## src/sv/ole_pkg.sv

```systemverilog
// ---------------------------------------------------------------------------
// ole_pkg
// Shared types and constants for the ordered list engine: operation codes,
// status codes and the data word width.
// ---------------------------------------------------------------------------
package ole_pkg;

    // Width of one stored entry and of the value and key fields.
    localparam int DATA_W = 32;

    // Width of the position field of a result word.
    localparam int POS_W = 6;

    // Operation carried by an input word.
    typedef enum logic [2:0] {
        K_INS_FRONT = 3'd0,
        K_INS_END   = 3'd1,
        K_INS_AFTER = 3'd2,
        K_DEL_FRONT = 3'd3,
        K_DEL_END   = 3'd4,
        K_DEL_VALUE = 3'd5,
        K_SEARCH    = 3'd6,
        K_DUMP      = 3'd7
    } kind_t;

    // Status reported with each result word.
    typedef enum logic [1:0] {
        ST_OK       = 2'd0,
        ST_EMPTY    = 2'd1,
        ST_NOTFOUND = 2'd2,
        ST_FULL     = 2'd3
    } status_t;

endpackage

```

## src/sv/ole_ram.sv

```systemverilog
// ---------------------------------------------------------------------------
// ole_ram
// Entry store: one write port and one read port, read data registered.
// ---------------------------------------------------------------------------
module ole_ram #(
    parameter int DEPTH = 32,
    parameter int AW    = 5,
    parameter int DW    = 32
) (
    input  logic          clk,
    input  logic          we,
    input  logic [AW-1:0] waddr,
    input  logic [DW-1:0] wdata,
    input  logic          re,
    input  logic [AW-1:0] raddr,
    output logic [DW-1:0] rdata
);

    logic [DW-1:0] mem [DEPTH];
    logic [DW-1:0] rdata_reg;

    // Write port.
    always_ff @(posedge clk)
    begin
        if (we)
        begin
            mem[waddr] <= wdata;
        end
    end

    // Read port; the data holds until the next read.
    always_ff @(posedge clk)
    begin
        if (re)
        begin
            rdata_reg <= mem[raddr];
        end
    end

    assign rdata = rdata_reg;

endmodule

```

## src/sv/ordered_list_engine.sv

```systemverilog
// ---------------------------------------------------------------------------
// ordered_list_engine
// Ordered list of up to DEPTH signed values kept packed in one entry memory.
// ---------------------------------------------------------------------------
// The block takes one operation word at a time and stalls its request side
// until that operation has handed its last result to the output register.
// All work goes through the entry memory, one read and one write per cycle,
// so the cost follows the list length L. Search, insert-after and
// delete-by-value read one entry per cycle up to the match and then shift
// only the entries behind it; a search, or a miss, ends with the scan. A
// dump reads each entry and then hands it to the output register. Any
// stall on the result side delays the result words.
// The memory needs no clearing after reset: only entries below the current
// length are ever read.
module ordered_list_engine #(
    parameter int DEPTH = 32
) (
    input  logic                             clk,
    input  logic                             rst_n,
    input  logic                             req_valid,
    output logic                             req_stall,
    input  logic [2:0]                       kind,
    input  logic signed [ole_pkg::DATA_W-1:0] value,
    input  logic signed [ole_pkg::DATA_W-1:0] key,
    output logic                             rsp_valid,
    input  logic                             rsp_stall,
    output logic [1:0]                       status,
    output logic [ole_pkg::POS_W-1:0]        position,
    output logic signed [ole_pkg::DATA_W-1:0] entry,
    output logic                             last
);

    import ole_pkg::*;

    localparam int AW = (DEPTH > 1) ? $clog2(DEPTH) : 1;
    localparam int LW = $clog2(DEPTH + 1);
    localparam logic [LW-1:0] LEN_MAX = LW'(DEPTH);
    localparam logic [LW-1:0] ONE     = LW'(1);

    typedef enum logic [2:0] {
        S_IDLE,
        S_SCAN,
        S_SHIFT,
        S_DUMP_RD,
        S_DUMP_OUT,
        S_RESP
    } state_t;

    state_t              state_reg, state_next;
    kind_t               kind_reg, kind_next;
    logic [DATA_W-1:0]   value_reg, value_next;
    logic [DATA_W-1:0]   key_reg, key_next;
    logic [LW-1:0]       len_reg, len_next;
    logic [LW-1:0]       src_reg, src_next;
    logic [LW-1:0]       mv_reg, mv_next;
    logic [LW-1:0]       pos_reg, pos_next;
    logic [LW-1:0]       cmp_idx_reg, cmp_idx_next;
    logic                cmp_pend_reg, cmp_pend_next;
    logic                pend_reg, pend_next;
    logic [AW-1:0]       dst_reg, dst_next;
    logic                up_reg, up_next;
    status_t             res_status_reg, res_status_next;
    logic [POS_W-1:0]    res_pos_reg, res_pos_next;

    logic                rsp_valid_reg, rsp_valid_next;
    logic [1:0]          rsp_status_reg, rsp_status_next;
    logic [POS_W-1:0]    rsp_pos_reg, rsp_pos_next;
    logic [DATA_W-1:0]   rsp_entry_reg, rsp_entry_next;
    logic                rsp_last_reg, rsp_last_next;

    logic                ram_we;
    logic [AW-1:0]       ram_waddr;
    logic [DATA_W-1:0]   ram_wdata;
    logic                ram_re;
    logic [AW-1:0]       ram_raddr;
    logic [DATA_W-1:0]   ram_rdata;

    logic                full;
    logic                empty;
    logic                out_free;
    logic [DATA_W-1:0]   target;
    logic [LW-1:0]       src_inc;
    logic [LW-1:0]       src_dec;
    logic [LW-1:0]       cmp_inc;
    logic                dump_last;

    ole_ram #(
        .DEPTH (DEPTH),
        .AW    (AW),
        .DW    (DATA_W)
    ) u_ram (
        .clk   (clk),
        .we    (ram_we),
        .waddr (ram_waddr),
        .wdata (ram_wdata),
        .re    (ram_re),
        .raddr (ram_raddr),
        .rdata (ram_rdata)
    );

    // Helper terms used by the sequencer.
    assign full      = (len_reg == LEN_MAX);
    assign empty     = (len_reg == '0);
    assign out_free  = !rsp_valid_reg || !rsp_stall;
    assign target    = (kind_reg == K_INS_AFTER) ? key_reg : value_reg;
    assign src_inc   = src_reg + ONE;
    assign src_dec   = src_reg - ONE;
    assign cmp_inc   = cmp_idx_reg + ONE;
    assign dump_last = (src_inc == len_reg);

    assign req_stall = (state_reg != S_IDLE);

    // Sequencer: decodes the word, scans, shifts and emits results.
    always_comb
    begin
        state_next      = state_reg;
        kind_next       = kind_reg;
        value_next      = value_reg;
        key_next        = key_reg;
        len_next        = len_reg;
        src_next        = src_reg;
        mv_next         = mv_reg;
        pos_next        = pos_reg;
        cmp_idx_next    = cmp_idx_reg;
        cmp_pend_next   = cmp_pend_reg;
        pend_next       = pend_reg;
        dst_next        = dst_reg;
        up_next         = up_reg;
        res_status_next = res_status_reg;
        res_pos_next    = res_pos_reg;

        rsp_valid_next  = rsp_valid_reg && rsp_stall;
        rsp_status_next = rsp_status_reg;
        rsp_pos_next    = rsp_pos_reg;
        rsp_entry_next  = rsp_entry_reg;
        rsp_last_next   = rsp_last_reg;

        ram_we    = 1'b0;
        ram_waddr = '0;
        ram_wdata = '0;
        ram_re    = 1'b0;
        ram_raddr = '0;

        case (state_reg)
            S_IDLE:
            begin
                if (req_valid)
                begin
                    kind_next       = kind_t'(kind);
                    value_next      = value;
                    key_next        = key;
                    pend_next       = 1'b0;
                    cmp_pend_next   = 1'b0;
                    res_pos_next    = '0;
                    res_status_next = ST_OK;
                    src_next        = '0;
                    state_next      = S_RESP;
                    case (kind_t'(kind))
                        K_INS_FRONT:
                        begin
                            if (full)
                            begin
                                res_status_next = ST_FULL;
                            end
                            else
                            begin
                                up_next    = 1'b1;
                                pos_next   = '0;
                                mv_next    = len_reg;
                                src_next   = len_reg - ONE;
                                state_next = S_SHIFT;
                            end
                        end
                        K_INS_END:
                        begin
                            if (full)
                            begin
                                res_status_next = ST_FULL;
                            end
                            else
                            begin
                                up_next    = 1'b1;
                                pos_next   = len_reg;
                                mv_next    = '0;
                                state_next = S_SHIFT;
                            end
                        end
                        K_INS_AFTER:
                        begin
                            if (full)
                            begin
                                res_status_next = ST_FULL;
                            end
                            else if (empty)
                            begin
                                up_next    = 1'b1;
                                pos_next   = '0;
                                mv_next    = '0;
                                state_next = S_SHIFT;
                            end
                            else
                            begin
                                state_next = S_SCAN;
                            end
                        end
                        K_DEL_FRONT:
                        begin
                            if (empty)
                            begin
                                res_status_next = ST_EMPTY;
                            end
                            else
                            begin
                                up_next    = 1'b0;
                                pos_next   = '0;
                                mv_next    = len_reg - ONE;
                                src_next   = ONE;
                                state_next = S_SHIFT;
                            end
                        end
                        K_DEL_END:
                        begin
                            if (empty)
                            begin
                                res_status_next = ST_EMPTY;
                            end
                            else
                            begin
                                len_next = len_reg - ONE;
                            end
                        end
                        K_DEL_VALUE, K_SEARCH:
                        begin
                            if (empty)
                            begin
                                res_status_next = ST_EMPTY;
                            end
                            else
                            begin
                                state_next = S_SCAN;
                            end
                        end
                        K_DUMP:
                        begin
                            if (empty)
                            begin
                                res_status_next = ST_EMPTY;
                            end
                            else
                            begin
                                state_next = S_DUMP_RD;
                            end
                        end
                        default:
                        begin
                            res_status_next = ST_OK;
                        end
                    endcase
                end
            end

            // Walk the list one read per cycle; compare the previous read.
            S_SCAN:
            begin
                if (cmp_pend_reg && (ram_rdata == target))
                begin
                    cmp_pend_next = 1'b0;
                    pend_next     = 1'b0;
                    case (kind_reg)
                        K_INS_AFTER:
                        begin
                            up_next    = 1'b1;
                            pos_next   = cmp_inc;
                            mv_next    = len_reg - cmp_inc;
                            src_next   = len_reg - ONE;
                            state_next = S_SHIFT;
                        end
                        K_DEL_VALUE:
                        begin
                            up_next    = 1'b0;
                            pos_next   = cmp_idx_reg;
                            mv_next    = len_reg - cmp_inc;
                            src_next   = cmp_inc;
                            state_next = S_SHIFT;
                        end
                        default:
                        begin
                            res_status_next = ST_OK;
                            res_pos_next    = POS_W'(cmp_inc);
                            state_next      = S_RESP;
                        end
                    endcase
                end
                else if (src_reg < len_reg)
                begin
                    ram_re        = 1'b1;
                    ram_raddr     = src_reg[AW-1:0];
                    cmp_pend_next = 1'b1;
                    cmp_idx_next  = src_reg;
                    src_next      = src_inc;
                end
                else
                begin
                    cmp_pend_next   = 1'b0;
                    res_status_next = ST_NOTFOUND;
                    state_next      = S_RESP;
                end
            end

            // Move entries one place, a read and a write each cycle.
            S_SHIFT:
            begin
                if (pend_reg)
                begin
                    ram_we    = 1'b1;
                    ram_waddr = dst_reg;
                    ram_wdata = ram_rdata;
                end
                if (mv_reg != '0)
                begin
                    ram_re    = 1'b1;
                    ram_raddr = src_reg[AW-1:0];
                    pend_next = 1'b1;
                    dst_next  = up_reg ? src_inc[AW-1:0] : src_dec[AW-1:0];
                    src_next  = up_reg ? src_dec : src_inc;
                    mv_next   = mv_reg - ONE;
                end
                else
                begin
                    pend_next = 1'b0;
                    if (!pend_reg)
                    begin
                        if (up_reg)
                        begin
                            ram_we    = 1'b1;
                            ram_waddr = pos_reg[AW-1:0];
                            ram_wdata = value_reg;
                            len_next  = len_reg + ONE;
                        end
                        else
                        begin
                            len_next = len_reg - ONE;
                        end
                        res_status_next = ST_OK;
                        state_next      = S_RESP;
                    end
                end
            end

            // Dump: read one entry, then hand it to the output register.
            S_DUMP_RD:
            begin
                ram_re     = 1'b1;
                ram_raddr  = src_reg[AW-1:0];
                state_next = S_DUMP_OUT;
            end

            S_DUMP_OUT:
            begin
                if (out_free)
                begin
                    rsp_valid_next  = 1'b1;
                    rsp_status_next = ST_OK;
                    rsp_pos_next    = '0;
                    rsp_entry_next  = ram_rdata;
                    rsp_last_next   = dump_last;
                    src_next        = src_inc;
                    state_next      = dump_last ? S_IDLE : S_DUMP_RD;
                end
            end

            // Single result word of a non-dump operation.
            S_RESP:
            begin
                if (out_free)
                begin
                    rsp_valid_next  = 1'b1;
                    rsp_status_next = res_status_reg;
                    rsp_pos_next    = res_pos_reg;
                    rsp_entry_next  = '0;
                    rsp_last_next   = 1'b1;
                    state_next      = S_IDLE;
                end
            end

            default:
            begin
                state_next = S_IDLE;
            end
        endcase
    end

    // State and registered outputs.
    always_ff @(posedge clk or negedge rst_n)
    begin
        if (!rst_n)
        begin
            state_reg     <= S_IDLE;
            len_reg       <= '0;
            pend_reg      <= 1'b0;
            cmp_pend_reg  <= 1'b0;
            rsp_valid_reg <= 1'b0;
        end
        else
        begin
            state_reg      <= state_next;
            len_reg        <= len_next;
            pend_reg       <= pend_next;
            cmp_pend_reg   <= cmp_pend_next;
            rsp_valid_reg  <= rsp_valid_next;
            kind_reg       <= kind_next;
            value_reg      <= value_next;
            key_reg        <= key_next;
            src_reg        <= src_next;
            mv_reg         <= mv_next;
            pos_reg        <= pos_next;
            cmp_idx_reg    <= cmp_idx_next;
            dst_reg        <= dst_next;
            up_reg         <= up_next;
            res_status_reg <= res_status_next;
            res_pos_reg    <= res_pos_next;
            rsp_status_reg <= rsp_status_next;
            rsp_pos_reg    <= rsp_pos_next;
            rsp_entry_reg  <= rsp_entry_next;
            rsp_last_reg   <= rsp_last_next;
        end
    end

    assign rsp_valid = rsp_valid_reg;
    assign status    = rsp_status_reg;
    assign position  = rsp_pos_reg;
    assign entry     = rsp_entry_reg;
    assign last      = rsp_last_reg;

    // The length never passes the capacity.
    a_len_bound: assert property (@(posedge clk) disable iff (!rst_n)
        len_reg <= LEN_MAX)
        else $error("list length above capacity");

    // A read and a write in the same cycle never touch the same entry.
    a_no_rw_clash: assert property (@(posedge clk) disable iff (!rst_n)
        (ram_we && ram_re) |-> (ram_waddr != ram_raddr))
        else $error("read and write to the same entry");

    // The closing write of an insert only happens with room left.
    a_insert_room: assert property (@(posedge clk) disable iff (!rst_n)
        (state_reg == S_SHIFT && up_reg && mv_reg == '0 && !pend_reg)
            |-> (len_reg < LEN_MAX))
        else $error("insert completed into a full list");

    // A dump only hands out entries below the length.
    a_dump_range: assert property (@(posedge clk) disable iff (!rst_n)
        (state_reg == S_DUMP_OUT) |-> (src_reg < len_reg))
        else $error("dump beyond the list length");

endmodule
```

## config.mk

```make
export PLATFORM = sky130hd
export DESIGN_NAME = ordered_list_engine
export DESIGN_NICKNAME = d
export VERILOG_FILES = /design/src/sv/ole_pkg.sv /design/src/sv/ole_ram.sv /design/src/sv/ordered_list_engine.sv
export SDC_FILE = /design/constraint.sdc
export NUM_CORES = 2
export LEC_CHECK = 0
export BUFFER_PORTS_ARGS = -buffer_cell sky130_fd_sc_hd__buf_2
export CELL_PAD_IN_SITES_DETAIL_PLACEMENT = 2
export CELL_PAD_IN_SITES_GLOBAL_PLACEMENT = 2
export CORE_UTILIZATION = 42
export DETAILED_ROUTE_END_ITERATION = 12
export PLACE_DENSITY_LB_ADDON = 0.1
export SYNTH_ARGS = -nofsm -noshare
export SYNTH_HDL_FRONTEND = slang
export SYNTH_SLANG_ARGS = --single-unit
```

## constraint.sdc

```tcl
create_clock -name clk -period 4.05 [get_ports clk]
set_input_delay 0.81 -clock clk [delete_from_list [all_inputs] [get_ports clk]]
set_output_delay 0.81 -clock clk [all_outputs]
set_load 0.1 [all_outputs]
```

Word level (Yosys, flattened, before mapping)
Memory sizes are Yosys's and may differ from the RTL's. A register that Yosys moved wholly into a read port is not among the register bits.
Cells that the tools add are included.
{ "word_totals": {"reg_bits": 157, "mem_bits_rw": 1024, "out_inout_bits": 43, "word_cells": 225, "inputBits": 71, "mem_count": 1, "mem_bits_ro": 0, "latch_bits": 0} }
{ "op_classes": {"shift": 0, "mul": 0, "div": 0, "n_lt_le_gt_ge": 1, "n_reduce_logical": 35, "n_bitwise": 1, "mux": 119, "eq_ne": 41, "add_sub_neg": 7} }
{ "mem_list": {"columns": ["memory", "words", "word_bits", "read_ports", "rd_ports_with_merged_regs", "write_ports", "line_no", "rtl"], "rows": [
  ["u_ram.mem", 32, 32, 1, 1, 1, "ole_ram.sv:19", "logic [DW-1:0] mem [DEPTH];"]
]} }
{ "ops": {"columns": ["op", "count"], "rows": [
  ["$mux W32", 8],
  ["$mux W6", 26],
  ["$pmux W32 S2", 1],
  ["$mux W5", 12],
  ["$pmux W6 S2", 5],
  ["$pmux W6 S4", 2],
  ["$mux W3", 13],
  ["$eq A32 B32 Y1", 1],
  ["$ne A3 B3 Y1 const B", 9],
  ["$mux W1", 24],
  ["$mux W2", 11],
  ["$eq A3 B3 Y1 const B", 7],
  ["$ne A2 B2 Y1 const B", 10],
  ["$pmux W5 S2", 2],
  ["$pmux W5 S4", 1],
  ["$add A6 B1 Y6 const B", 3],
  ["$pmux W3 S6", 1],
  ["$pmux W6 S3", 1],
  ["$sub A6 B1 Y6 const B", 3],
  ["$eq A3 B2 Y1 const B", 5],
  ["$pmux W3 S5", 1],
  ["$pmux W5 S3", 1],
  ["$reduce_and A7 Y1", 2],
  ["$reduce_and A12 Y1", 1],
  ["34 further kinds", 54]
]} }

Depth between registers and ports, before layout
{ "depth": {"word_depth": 7, "depth_mapped": 16, "ltp_nobuf": 12} }

Cells and area by module
A second synthesis with hierarchy kept.
{ "unflattened": {"hier_cells": 3016, "hier_area_um2": 49326.1} }
{ "by_module_without_submodules": {"columns": ["mod", "area_per_inst_um2", "n_inst", "cells_each"], "rows": [
  ["ole_ram", 40812.9, 1, 2260],
  ["ordered_list_engine", 8513.2, 1, 756]
]} }

Worst setup path after synthesis
OpenSTA, ideal clock, no wires.
{ "synth_path": {"path_type": "flip-flop to flip-flop", "startpoint": "register kind_reg[0]", "endpoint": "register mv_reg[0], enable pin", "path_stages_with_launch": 11, "arrival_time_ns": 3.735, "setup_slack_ns": -0.090, "synth_period_minus_slack_ns": 4.140, "path_buffers": 2, "path_cell_list": "edfxtp_1 -> or3b_1 -> buf_2 -> buf_6 -> a221oi_2 -> o2111ai_1 -> or4_1 -> nor2_1 -> nor2b_1 -> o22ai_1 -> a2111oi_0"} }
{ "synth_between": {"elab_chain_len": 6, "elab_cells_between_ends": 9, "cone_classes": "5 x eq/ne; 1 x mux; 3 x reduce/logical"} }
{ "synth_lines": {"columns": ["item", "line_no", "rtl"], "rows": [
  ["start: declaration", "ordered_list_engine.sv:50", "kind_t kind_reg, kind_next;"],
  ["start signal: assignment", "ordered_list_engine.sv:411", "kind_reg <= kind_next;"],
  ["$eq A3 B2 Y1", "ordered_list_engine.sv:105, ordered_list_engine.sv:269", null],
  ["$mux W32", "ordered_list_engine.sv:105", "assign target = (kind_reg == K_INS_AFTER) ? key_reg : value_reg;"],
  ["$eq A32 B32 Y1", "ordered_list_engine.sv:265", "if (cmp_pend_reg && (ram_rdata == target))"],
  ["$logic_and A1 B1 Y1", "ordered_list_engine.sv:265", null],
  ["$ne A2 B2 Y1 (no line)", null, null],
  ["$reduce_and A12 Y1 (no line) (*)", null, null],
  ["end signal: assignment", "ordered_list_engine.sv:415", "mv_reg <= mv_next;"],
  ["end: declaration", "ordered_list_engine.sv:55", "logic [LW-1:0] mv_reg, mv_next;"]
]} }
Mark *: on every way between the ends. The rest lies on a longest branch, timed or not.
A chain may end at the register's enable or synchronous reset.

Worst setup path in the final report
{ "layout_path": {"startpoint": "register kind_reg[0]", "endpoint": "register u_ram.rdata_reg[13], in the netlist u_ram.rdata[13] (read register of u_ram.mem) (data pin)"} }
{ "layout_between": {"elab_chain_len": 6, "elab_cells_between_ends": 8, "cone_classes": "2 x eq/ne; 5 x mux; 1 x reduce/logical"} }
{ "layout_lines": {"columns": ["item", "line_no", "rtl"], "rows": [
  ["$eq A3 B2 Y1 (*)", "ordered_list_engine.sv:105", null],
  ["$mux W32 (*)", "ordered_list_engine.sv:105", null],
  ["$eq A32 B32 Y1 (*)", "ordered_list_engine.sv:265", null],
  ["$logic_and A1 B1 Y1 (*)", "ordered_list_engine.sv:265", null],
  ["$mux W5 / $mux W1 (equally long branches)", "ordered_list_engine.sv:265", null],
  ["$pmux W5 S3 / $pmux W1 S3 (equally long branches)", "ordered_list_engine.sv:144", "case (state_reg)"],
  ["end: declaration", "ole_ram.sv:20", "logic [DW-1:0] rdata_reg;"]
]} }
Marked as above.

==> summary.txt <==
Worst setup path
  • Worst setup path class: reg2reg
  • Critical-path maximum fanout: 33
  • Data arrival time of the worst path: between 4 and 5 ns
  • R2R Path Start: kind_reg[0]
  • WP data required: about 4.5 ns
  • R2r setup slk: -0.32 ns
  • Worst setup EP type: register
  • Crit Reg-Reg Endpoint: u_ram.rdata[13]
  • R2R depth: 15
  • Crit start category: register

Synth
  • Yosys cell types: 73
  • Synth area leader: edfxtp_1
  • Asr flop ratio synth: 0.00989
  • Adder-cell share of the synthesized area: 0.00470
  • Synth Area in Simple Gates: 0.0776
  • Area fraction in compound gates after synthesis: 0.0958
  • Largest family of logic cells by synthesized area: compound AO/OA/AOI/OAI gates
  • #FFs+latches synth: 1213
  • Most frequent cell after synthesis: edfxtp_1
  • Mapped Area: 49500 um2
  • Post-Syn Area per Cell: ~15 um2
  • Synth top area cells: edfxtp_1 (73%), mux4_2 (2.9%), mux2i_1 (2.4%), nand2_1 (2.2%), nor2_1 (1.6%)
  • Post-Synth XOR/XNOR Area: 0.0103
  • Post-synth EDFFs: 1201
  • Yosys warnings: 0
  • Synth top area share: 0.728
  • Syn Inst Count: 3249
  • Synth Flop Type: edfxtp_1
  • Sequential element share of the synthesized area: 0.734
  • Syn nets: ~3300
  • Synth top cells by count: edfxtp_1 (1201), nand2_1 (291), nor2_1 (215)
  • Mux cell area share after synthesis: 0.0545

Cells and area
  • Storage element area: about 36000 um2
  • Multi-input logic area: about 13000 um2
  • Biggest register: u_ram.mem
  • Max FFs per register: about 1000
  • Final Core Density: 0.510
  • Layout area overhead: 20.1%
  • Fillers: around 11000
  • Nets: 3662
  • Layout cell share with drive strength beyond 1: 0.222

Drt
  • Pre-antenna DRT Iters: 6
  • Remaining DRCs: 0
  • Via count: roughly 32000
  • Overall routed net length: approximately 180000 um
  • DRT iter0 DRCs: between 2000 and 3000
  • Vias per inst: just over 6
  • Antenna viol nets, final: 0
  • Wire per inst: 34.1 um

CTS
  • Num CTS Buffers: between 100 and 150
  • Clock Latency Late Sink: around 0.76 ns
  • Clock slew seen by the registers of the worst setup and hold paths: roughly 0.060 ns
  • CTS tree: yes
  • Max H-tree Level: 4
  • Clock Path Buffers: 3
  • Clk sink count: between 1000 and 1500
  • Root Buffer: clkbuf_16

Global routing
  • Number of global-route vias before repair: 34571
  • Global-route wire length before repair: ~250000 um
  • Total gr overflow: 0
  • Grt met1 use: 0.413
  • Largest net degree at the start of global routing: ~110
  • Met3 Usage GRT: 0.0382
  • Total GRT Usage: 0.293
  • Met2 Usage GRT: 0.484
  • Initial antenna violation count: 3
  • Top Usage Layer GRT: met2

Hold path
  • Worst Hold Path EP: value_reg[23]
  • Hold path depth: 1
  • Hold WC Path Type: in2reg
  • Hold Crit Start: value[23]

STA
  • Final clock skew: between 0.02 and 0.03 ns
  • Endpoints failing setup: 32
  • Max-slew violations: 0
  • Worst setup slack after layout: -0.322 ns
  • Worst Max-Slew Pin Slew: 1.33 ns
  • RSZ-0062 raised after global routing: yes
  • Tcrit/Tclk final: 1.08
  • Slew HR: 0.114
  • Hold Vio Cnt, Final: 0
  • Fmax: 229 MHz
  • Fin crit period: ~4.4 ns

Placement
  • PortBufs: ~110
  • Post-DP HPWL: between 100000 and 150000 um
  • Placer Congestion: 0.860

Pwr
  • Leak: around 0.021 uW
  • Worst VDD drop: roughly 0.58 mV
  • Tot Pwr: 43100 uW
  • PD cells: 724 nW/um2

Die
  • CORE AREA: roughly 120000 um2
  • Die height: roughly 350 um
  • Starting Density: 0.425
  • Full die area: between 100000 and 150000 um2
  • I/O pin cnt: 114
  • Die X-Extent: approximately 350 um
  • Cell row count: 125

Job
  • Max-Cap Viols: 0

Outcome
  • Failing checks: setup timing
  • Status: complete, but fails checks
what timing repair did:
| action | 4_1_cts | 5_1_grt |
|---|---|---|
| cloned | 8 | 5 |
| buffers inserted | 25 | 10 |
| hold buffers | 1 | 0 |
| pin swaps | 31 | 27 |
| hold endpoints to repair | 4 | 0 |
| gates resized for setup | 85 | 61 |
| endpoints found under the setup margin | 49 | 53 |
final cells by class:
cell class                 instances  share of cell area
sequential                      1213               0.611
timing repair buffer             402              0.0626
multi-input combinational       1773               0.219
antenna                            2           0.0000842
inverter                          48             0.00303
clock buffer                     177              0.0601
tap                             1524              0.0321
clock inverter                    65              0.0121
metrics by stage:
| stage | std cells | setup WS [ns] | hold slack [ns] | setup TNS (ns) | cell area, um2 |
|---|---|---|---|---|---|
| 2_1_floorplan | 3249 | 0.0655 | 0.452 | 0 | 49500 |
| 3_3_place_gp | 4916 | -0.189 | 0.551 | -2.80 | 53800 |
| 3_5_place_dp | 4916 | -0.323 | 0.560 | -6.52 | 53800 |
| 4_1_cts | 5191 | -0.178 | 0.168 | -3.87 | 59000 |
| 5_1_grt | 5203 | -0.321 | 0.205 | -5.98 | 59500 |
| 6_report | 5204 | -0.322 | 0.224 | -4.39 | 59500 |
logic make-up (layout without fill, tap and decap cells):
| kind of cell | Yosys count | in the layout |
|---|---|---|
| compound gates | 666 | 666 |
| fa+ha+maj | 18 | 18 |
| other cells | 0 | 2 |
| simple gates | 842 | 842 |
| flops | 1213 | 1213 |
| xor+xnor | 58 | 58 |
| buf+inv | 263 | 692 |
| mux | 189 | 189 |
worst max-delay path: stages, from the launching register on:
cell	delay, ns
edfxtp_1	0.40
or3b_4	0.46
buf_6	0.16
buf_16	0.14
mux2_4	0.30
nand2_2	0.07
o2111ai_2	0.13
or4_4	0.56
or2_4	0.31
buf_12	0.15
nand2_8	0.12
inv_2	0.09
buf_12	0.18
a21oi_1	0.33
o31ai_4	0.13
or4_1	0.50
routing by layer:
metal / part of all wire / up-vias
met1: 0.44 / 17387
met5: 0.000073 / -
met2: 0.48 / 1242
met3: 0.054 / 267
li1: - / 13389
met4: 0.023 / 2
worst max-delay path by stage:
stage | slack, ns | endpoint | from
after CTS | -0.18 | u_ram.rdata[28] | kind_reg[2]
final | -0.32 | u_ram.rdata[13] | kind_reg[0]
after floorplan | 0.07 | pos_reg[0] | kind_reg[0]
after global placement | -0.19 | u_ram.rdata[20] | kind_reg[2]
after detailed placement | -0.32 | u_ram.rdata[27] | kind_reg[2]
after global routing | -0.32 | u_ram.rdata[13] | kind_reg[0]
placed cells by master (no fill, tap or decap), drive strengths merged, types with 67 or more instances in the layout:
cell and instances:
edfxtp 1201, o211ai 73, clkbuf 181, mux2i 121, nand2 292, nand3 84
nor2 215, a31oi 67, a21oi 97, buf 396, o21ai 115, nor3 108
power by group:
part           internal, uW  switching (uW)  leakage (uW)
logic                  5430            9800       0.00696
registers             14800             712        0.0117
clock network          6980            5330       0.00208
No activity file was read; power rests on OpenSTA's default activity.
